### src/hdl/dbd_pkg.sv
// dbd_pkg: shared widths, controller states, command/status structs and
// month tables for the days-between-dates block
// no dependencies
package dbd_pkg;

    localparam int YEAR_W  = 14;
    localparam int MONTH_W = 4;
    localparam int DAY_W   = 5;
    localparam int COUNT_W = 22;
    localparam int DOY_W   = 9;
    localparam int M100_W  = 7;
    localparam int M400_W  = 9;

    localparam logic [YEAR_W-1:0]  YEAR_MAX     = YEAR_W'(9999);
    localparam logic [COUNT_W-1:0] DAYS_IN_YEAR = COUNT_W'(365);
    localparam logic [M100_W-1:0]  CENTURY_LAST = M100_W'(99);
    localparam logic [M400_W-1:0]  CYCLE_LAST   = M400_W'(399);
    localparam logic [MONTH_W-1:0] MONTH_FEB    = MONTH_W'(2);
    localparam logic [MONTH_W-1:0] MONTH_DEC    = MONTH_W'(12);

    typedef enum logic [1:0] {
        ST_IDLE,
        ST_LOOP,
        ST_SUM,
        ST_EMIT
    } state_t;

    // controller to datapath
    typedef struct packed {
        logic load;
        logic step;
        logic finish;
        logic emit;
    } ctrl_cmd_t;

    // datapath to controller
    typedef struct packed {
        logic years_ok;
        logic loop_last;
        logic out_free;
    } ctrl_stat_t;

    // length of a month in a common year, zero for codes that are no month
    function automatic logic [DAY_W-1:0] month_len(input logic [MONTH_W-1:0] m);
        logic [DAY_W-1:0] len;
        unique case (m)
            4'd1, 4'd3, 4'd5, 4'd7, 4'd8, 4'd10, 4'd12: len = DAY_W'(31);
            4'd4, 4'd6, 4'd9, 4'd11:                   len = DAY_W'(30);
            4'd2:                                      len = DAY_W'(28);
            default:                                   len = '0;
        endcase
        return len;
    endfunction

    // days before the first of the month in a common year
    function automatic logic [DOY_W-1:0] days_before_month(input logic [MONTH_W-1:0] m);
        logic [DOY_W-1:0] cum;
        unique case (m)
            4'd1:    cum = DOY_W'(0);
            4'd2:    cum = DOY_W'(31);
            4'd3:    cum = DOY_W'(59);
            4'd4:    cum = DOY_W'(90);
            4'd5:    cum = DOY_W'(120);
            4'd6:    cum = DOY_W'(151);
            4'd7:    cum = DOY_W'(181);
            4'd8:    cum = DOY_W'(212);
            4'd9:    cum = DOY_W'(243);
            4'd10:   cum = DOY_W'(273);
            4'd11:   cum = DOY_W'(304);
            4'd12:   cum = DOY_W'(334);
            default: cum = '0;
        endcase
        return cum;
    endfunction

endpackage

### src/hdl/dbd_ctrl.sv
// dbd_ctrl: sequencer for load, year loop, sum and result hand-off
// depends on dbd_pkg
module dbd_ctrl (
    input  logic               clk,
    input  logic               rst_n,
    input  logic               in_valid,
    output logic               in_ready,
    input  dbd_pkg::ctrl_stat_t stat,
    output dbd_pkg::ctrl_cmd_t  cmd
);
    import dbd_pkg::*;

    state_t state_reg;
    state_t state_next;

    always_ff @(posedge clk or negedge rst_n)
    begin
        if (!rst_n)
        begin
            state_reg <= ST_IDLE;
        end
        else
        begin
            state_reg <= state_next;
        end
    end

    always_comb
    begin
        state_next = state_reg;
        cmd        = '0;
        in_ready   = 1'b0;
        unique case (state_reg)
            ST_IDLE:
            begin
                in_ready = 1'b1;
                if (in_valid)
                begin
                    cmd.load   = 1'b1;
                    state_next = ST_LOOP;
                end
            end
            ST_LOOP:
            begin
                if (!stat.years_ok)
                begin
                    state_next = ST_SUM;
                end
                else
                begin
                    cmd.step = 1'b1;
                    if (stat.loop_last)
                    begin
                        state_next = ST_SUM;
                    end
                end
            end
            ST_SUM:
            begin
                cmd.finish = 1'b1;
                state_next = ST_EMIT;
            end
            ST_EMIT:
            begin
                if (stat.out_free)
                begin
                    cmd.emit   = 1'b1;
                    state_next = ST_IDLE;
                end
            end
            default:
            begin
                state_next = ST_IDLE;
            end
        endcase
    end

endmodule

### src/hdl/dbd_datapath.sv
// dbd_datapath: input capture, year counter with leap tracking, day-of-year
// sums and the output register
// depends on dbd_pkg
module dbd_datapath (
    input  logic                         clk,
    input  logic                         rst_n,
    input  dbd_pkg::ctrl_cmd_t           cmd,
    output dbd_pkg::ctrl_stat_t          stat,
    input  logic [dbd_pkg::YEAR_W-1:0]   first_year,
    input  logic [dbd_pkg::MONTH_W-1:0]  first_month,
    input  logic [dbd_pkg::DAY_W-1:0]    first_day,
    input  logic [dbd_pkg::YEAR_W-1:0]   second_year,
    input  logic [dbd_pkg::MONTH_W-1:0]  second_month,
    input  logic [dbd_pkg::DAY_W-1:0]    second_day,
    output logic                         out_valid,
    input  logic                         out_ready,
    output logic [dbd_pkg::COUNT_W-1:0]  day_count,
    output logic                         dates_valid
);
    import dbd_pkg::*;

    // captured word
    logic [YEAR_W-1:0]  y1_reg, y2_reg;
    logic [MONTH_W-1:0] m1_reg, m2_reg;
    logic [DAY_W-1:0]   d1_reg, d2_reg;

    // year loop
    logic [YEAR_W-1:0]  year_reg;
    logic [M100_W-1:0]  m100_reg;
    logic [M400_W-1:0]  m400_reg;
    logic [COUNT_W-1:0] acc_reg;
    logic [COUNT_W-1:0] a_reg, b_reg;
    logic               leap1_reg, leap2_reg;

    // sums
    logic [COUNT_W-1:0] ta_reg, tb_reg;
    logic               ok_reg;

    // output register
    logic               out_valid_reg;
    logic [COUNT_W-1:0] day_count_reg;
    logic               dates_valid_reg;

    logic               leap_cur;
    logic [YEAR_W-1:0]  year_top;
    logic               y1_ok, y2_ok;
    logic               ok1, ok2;
    logic [DAY_W:0]     lim1, lim2;
    logic [DOY_W-1:0]   doy1, doy2;
    logic [COUNT_W-1:0] diff;

    assign leap_cur = ((year_reg[1:0] == 2'd0) && (m100_reg != '0)) || (m400_reg == '0);
    assign year_top = (y1_reg > y2_reg) ? y1_reg : y2_reg;
    assign y1_ok    = (y1_reg != '0) && (y1_reg <= YEAR_MAX);
    assign y2_ok    = (y2_reg != '0) && (y2_reg <= YEAR_MAX);

    assign stat.years_ok  = y1_ok && y2_ok;
    assign stat.loop_last = (year_reg == year_top);
    assign stat.out_free  = !out_valid_reg || out_ready;

    // february gets its leap day in a leap year
    assign lim1 = {1'b0, month_len(m1_reg)} +
                  (DAY_W+1)'((m1_reg == MONTH_FEB) && leap1_reg);
    assign lim2 = {1'b0, month_len(m2_reg)} +
                  (DAY_W+1)'((m2_reg == MONTH_FEB) && leap2_reg);

    assign ok1 = (m1_reg != '0) && (m1_reg <= MONTH_DEC) && (d1_reg != '0) &&
                 ({1'b0, d1_reg} <= lim1);
    assign ok2 = (m2_reg != '0) && (m2_reg <= MONTH_DEC) && (d2_reg != '0) &&
                 ({1'b0, d2_reg} <= lim2);

    // leap day counts only after february
    assign doy1 = days_before_month(m1_reg) + DOY_W'(d1_reg) +
                  DOY_W'((m1_reg > MONTH_FEB) && leap1_reg);
    assign doy2 = days_before_month(m2_reg) + DOY_W'(d2_reg) +
                  DOY_W'((m2_reg > MONTH_FEB) && leap2_reg);

    assign diff = (ta_reg > tb_reg) ? (ta_reg - tb_reg) : (tb_reg - ta_reg);

    always_ff @(posedge clk)
    begin
        if (cmd.load)
        begin
            y1_reg   <= first_year;
            m1_reg   <= first_month;
            d1_reg   <= first_day;
            y2_reg   <= second_year;
            m2_reg   <= second_month;
            d2_reg   <= second_day;
            year_reg <= YEAR_W'(1);
            m100_reg <= M100_W'(1);
            m400_reg <= M400_W'(1);
            acc_reg  <= '0;
        end
        else if (cmd.step)
        begin
            if (year_reg == y1_reg)
            begin
                a_reg     <= acc_reg;
                leap1_reg <= leap_cur;
            end
            if (year_reg == y2_reg)
            begin
                b_reg     <= acc_reg;
                leap2_reg <= leap_cur;
            end
            year_reg <= year_reg + YEAR_W'(1);
            m100_reg <= (m100_reg == CENTURY_LAST) ? '0 : m100_reg + M100_W'(1);
            m400_reg <= (m400_reg == CYCLE_LAST) ? '0 : m400_reg + M400_W'(1);
            acc_reg  <= acc_reg + DAYS_IN_YEAR + COUNT_W'(leap_cur);
        end

        if (cmd.finish)
        begin
            ta_reg <= a_reg + COUNT_W'(doy1);
            tb_reg <= b_reg + COUNT_W'(doy2);
            ok_reg <= stat.years_ok && ok1 && ok2;
        end

        if (cmd.emit)
        begin
            day_count_reg   <= ok_reg ? diff : '0;
            dates_valid_reg <= ok_reg;
        end
    end

    always_ff @(posedge clk or negedge rst_n)
    begin
        if (!rst_n)
        begin
            out_valid_reg <= 1'b0;
        end
        else if (cmd.emit)
        begin
            out_valid_reg <= 1'b1;
        end
        else if (out_ready)
        begin
            out_valid_reg <= 1'b0;
        end
    end

    assign out_valid   = out_valid_reg;
    assign day_count   = day_count_reg;
    assign dates_valid = dates_valid_reg;

endmodule

### src/hdl/days_between_dates_top.sv
// sequence per word: load, a year loop from year 1 up to the larger year when both
// years are in range (no loop when either is not), sum, then the result into the output reg
// one word at a time: in_ready returns once the result is in the output register;
// the year loop in the datapath adds one year of 365 or 366 days per cycle
// reset: rst_n asynchronous active low clears the controller and the output valid
// depends on dbd_pkg, dbd_ctrl, dbd_datapath
module days_between_dates_top (
    input  logic                         clk,
    input  logic                         rst_n,
    input  logic                         in_valid,
    output logic                         in_ready,
    input  logic [dbd_pkg::YEAR_W-1:0]   first_year,
    input  logic [dbd_pkg::MONTH_W-1:0]  first_month,
    input  logic [dbd_pkg::DAY_W-1:0]    first_day,
    input  logic [dbd_pkg::YEAR_W-1:0]   second_year,
    input  logic [dbd_pkg::MONTH_W-1:0]  second_month,
    input  logic [dbd_pkg::DAY_W-1:0]    second_day,
    output logic                         out_valid,
    input  logic                         out_ready,
    output logic [dbd_pkg::COUNT_W-1:0]  day_count,
    output logic                         dates_valid
);
    import dbd_pkg::*;

    // commands from the sequencer, status back from the datapath
    ctrl_cmd_t  cmd;
    ctrl_stat_t stat;

    // sequencer: idle, walk years, sum day of year, hand result to output reg
    dbd_ctrl u_ctrl (
        .clk      (clk),
        .rst_n    (rst_n),
        .in_valid (in_valid),
        .in_ready (in_ready),
        .stat     (stat),
        .cmd      (cmd)
    );

    // datapath: year counter from year 1 with mod 100 and mod 400 counters for
    // the leap rule, snapshots of days before each date's year, then the sums,
    // the absolute difference and the output register
    dbd_datapath u_dp (
        .clk          (clk),
        .rst_n        (rst_n),
        .cmd          (cmd),
        .stat         (stat),
        .first_year   (first_year),
        .first_month  (first_month),
        .first_day    (first_day),
        .second_year  (second_year),
        .second_month (second_month),
        .second_day   (second_day),
        .out_valid    (out_valid),
        .out_ready    (out_ready),
        .day_count    (day_count),
        .dates_valid  (dates_valid)
    );

endmodule

### config.mk
export PLATFORM = sky130hd
export DESIGN_NAME = days_between_dates_top
export DESIGN_NICKNAME = d
export VERILOG_FILES = /design/src/hdl/dbd_pkg.sv /design/src/hdl/dbd_ctrl.sv /design/src/hdl/dbd_datapath.sv /design/src/hdl/days_between_dates_top.sv
export SDC_FILE = /design/constraint.sdc
export NUM_CORES = 1
export LEC_CHECK = 0
export ABC_AREA = 0
export BUFFER_PORTS_ARGS = -buffer_cell sky130_fd_sc_hd__buf_2
export CAP_MARGIN = 20
export CELL_PAD_IN_SITES_DETAIL_PLACEMENT = 0
export CELL_PAD_IN_SITES_GLOBAL_PLACEMENT = 1
export CORE_ASPECT_RATIO = 0.8
export CORE_UTILIZATION = 40
export DETAILED_ROUTE_END_ITERATION = 6
export PLACE_DENSITY = 0.77
export SLEW_MARGIN = 40
export SYNTH_ARGS = -nofsm -noshare
export SYNTH_HDL_FRONTEND = slang
export SYNTH_HIERARCHICAL = 1
export SYNTH_SLANG_ARGS = --single-unit
### constraint.sdc
create_clock -name clk -period 7.1 [get_ports clk]
set_input_delay 0.355 -clock clk [delete_from_list [all_inputs] [get_ports clk]]
set_output_delay 0.355 -clock clk [all_outputs]
set_load 0.1 [all_outputs]
==> out/results.tsv <==
stage	metric	value	unit
die	Die Area	35300	µm²
cts	clk_lat worst skew	0.54	ns
sta	Slew Viols, Final	0	
sta	worst slew pin tran	0.784	ns
sta	Final Critical Period	4.13	ns
sta	clock skew	0.0143	ns
routing	WL/cell	15.4	µm
min_path	Worst Min Path Start	second_month[3]	
cts	PostCTS Resize Cnt	0	
job	maxcap violations	0	
critical_path	worst-path maximum fanout	6	
pwr	switching power	3140	µW
critical_path	Worst R2R Start	u_dp/m2_reg[3]	
die	Die W	210	µm
routing	Detail Route Antenna Nets	0	
grt	initial antenna violation count	0	
die	Die Y	168	µm
cts	cts hold-fix bufs	45	
layout	fill cell count	3096	
placement	Final GP Congestion	0.907	
pwr	switching share of power	0.431	
cts	Root Buffer	clkbuf_16	
placement	post-DP HPWL	22000	µm
synthesis	main area contributors after synthesis	edfxtp_1 35%, ha_1 11%, dfxtp_1 11%	
synthesis	Synth async-reset ratio	0.0126	
die	Initial Utilization	0.409	
sta	setup TNS	0	ns
cts	Max Buffers Root-to-Sink	3	
synthesis	Synth top area share	0.348	
cts	postcts setup bufs	0	
sta	final hold slack	0.0323	ns
routing	1st-pass router iterations	5	
synthesis	Post-synth EDFFs	160	
grt	gr usage total	0.166	
min_path	Hold Crit Class	input port to register	
pwr	P_int	4150	µW
cts	Num Clock Sinks	239	
sta	Rel. slew slack	0.462	
layout	final net count	1636	
routing	vias per cell	5.10	
critical_path	worst setup path start	u_dp/m2_reg[3]	
pwr	logic gate share of total power	0.508	
critical_path	CP Class	register to register	
cts	clock input transition at the sequential cells of the worst setup and hold paths	0.06	ns
cts	H-tree depth	1	
synthesis	cell taking the most area after synthesis	edfxtp_1	
pwr	Clk pwr share	0.184	
layout	share of cells above drive strength 1	0.103	
sta	final hold viol count	0	
synthesis	most used flip-flop cell after synthesis	edfxtp_1	
critical_path	Startpoint Class	register	
pwr	Reg power frac	0.308	
sta	RSZ-0062 raised after global routing	no	
critical_path	R2R setup slack	2.97	ns
grt	vias in the first global route	9200	
synthesis	Mapped Cells	1334	
layout	area grow syn2layout	15.4	%
synthesis	syn avg cell area	10.4	µm²
synthesis	Seq cells post-synth	239	
sta	fin crit share	0.582	
sta	Highest Clock Rate	0.242	GHz
grt	largest net degree at the start of global routing	76	
critical_path	Worst EP required	7.39	ns
synthesis	register area share after synthesis	0.464	
cts	CTS tree	yes	
grt	grt ovf	0	
pwr	PD cells	457	nW/µm²
synthesis	Netlist cell types	76	
synthesis	count leader, synth	edfxtp_1	
die	Core ar.	33800	µm²
sta	Final setup viols	0	
synthesis	synth cell count leaders	160 x edfxtp_1, 128 x nor2_1, 126 x ha_1, 115 x inv_1, 101 x nand2_1	
pwr	VDD IR-drop max	348	µV
critical_path	worst endpoint data arrival time	4.42	ns
routing	initial drt markers	527	
pwr	leakage	0.00677	µW
die	num rows	60	
placement	port buffer count	74	
critical_path	endpoint type of the worst setup path	register	
synthesis	mapped cell area	13800	µm²
routing	vias	9707	
layout	antenna cells	0	
routing	drt total wl	29400	µm
status	status	finished clean	
grt	global-route wire length before repair	47300	µm
die	IO Count	75	
cts	TritonCTS buffer count	25	
routing	DRC Markers	0	
synthesis	Yosys warnings	6	
synthesis	Post-Synthesis Net Count	1518	
==> logic make-up after synthesis <==
family | count (synthesis) | share of synthesized area
buffers and inverters | 148 | 0.0423
adder cells (fa/ha/maj) | 134 | 0.126
flip-flops | 239 | 0.464
multiplexers | 37 | 0.0272
XOR/XNOR | 136 | 0.0863
AO/OA/AOI/OAI | 223 | 0.111
AND/OR/NAND/NOR | 417 | 0.144
==> path summary, 6_finish.rpt <==
check | end | cells after the start
max | u_dp/tb_reg[21] | 14
min | u_dp/m2_reg[3] | 1
max reg2reg | u_dp/tb_reg[21] | 14
min reg2reg | u_dp/a_reg[21] | 0
max in group asynchronous | u_ctrl/state_reg[1] | 2
min in group asynchronous | u_ctrl/state_reg[0] | 2
==> power groups by stage <==
stage / clock network, µW / registers [µW] / logic, µW
3_5_place_dp: 0 / 2280 / 3650
2_1_floorplan: 0 / 2640 / 2500
6_report: 1340 / 2240 / 3700
5_1_grt: 1430 / 2290 / 4070
3_3_place_gp: 0 / 2270 / 3620
4_1_cts: 1390 / 2260 / 3690
==> stage by stage <==
step,setup slack [ns],utilization,cell area (µm²),instances,total power (µW)
floorplan,2.61,-,13800,1334,5140
global placement,3.09,0.432,14600,1813,5890
detailed placement,2.96,0.433,14600,1813,5940
CTS,2.92,0.471,15900,1904,7330
global route,2.62,0.472,15900,1905,7790
finish,2.97,0.472,15900,1905,7290
==> layout by cell type (no fill, tap or decap), drive strengths merged, types with 9 or more instances in the layout <==
cell / Yosys / layout
nand3: 43 / 43
inv: 115 / 119
edfxtp: 160 / 160
nand2b: 22 / 22
a21o: 35 / 35
nand2: 101 / 101
dfxtp: 76 / 76
xor2: 76 / 76
nor4: 17 / 17
xnor2: 60 / 60
o21ai: 35 / 35
and3: 17 / 17
nand4: 30 / 30
o21bai: 13 / 13
nor2: 129 / 129
mux2i: 33 / 33
a21oi: 69 / 69
nor2b: 13 / 13
a211oi: 9 / 9
dlygate4sd3: 0 / 45
clkbuf: 17 / 32
buf: 16 / 79
nor3: 22 / 22
ha: 126 / 126
==> layout make-up <==
| type | count | area, µm² | share of cell area |
|---|---|---|---|
| flip-flops and latches | 239 | 6400 | 0.402 |
| clock inverters | 14 | 156 | 0.00981 |
| inverters | 115 | 432 | 0.0271 |
| multi-input cells | 947 | 6850 | 0.430 |
| clock buffers | 32 | 692 | 0.0434 |
| repair buffers | 124 | 866 | 0.0543 |
| well taps | 434 | 543 | 0.0341 |
==> worst max-delay path: stages, from the launching register on <==
cell	delay, ns
edfxtp_1	0.44
a211o_1	0.13
nand2_1	0.07
fa_1	0.42
fa_1	0.50
inv_1	0.07
ha_1	0.26
a21o_1	0.15
a21oi_1	0.21
o21bai_1	0.12
a2111oi_0	0.73
o31ai_1	0.31
nand2b_1	0.24
nor2_1	0.08
xor2_1	0.14
==> layer usage <==
metal	share of wire	GRT usage	up-vias
li1	-	-	4950
met1	0.50	0.241	4530
met2	0.44	0.253	167
met3	0.037	0.0267	60
met4	0.027	0.0492	0
met5	0	0	-
Power figures use the tool's default switching activity.
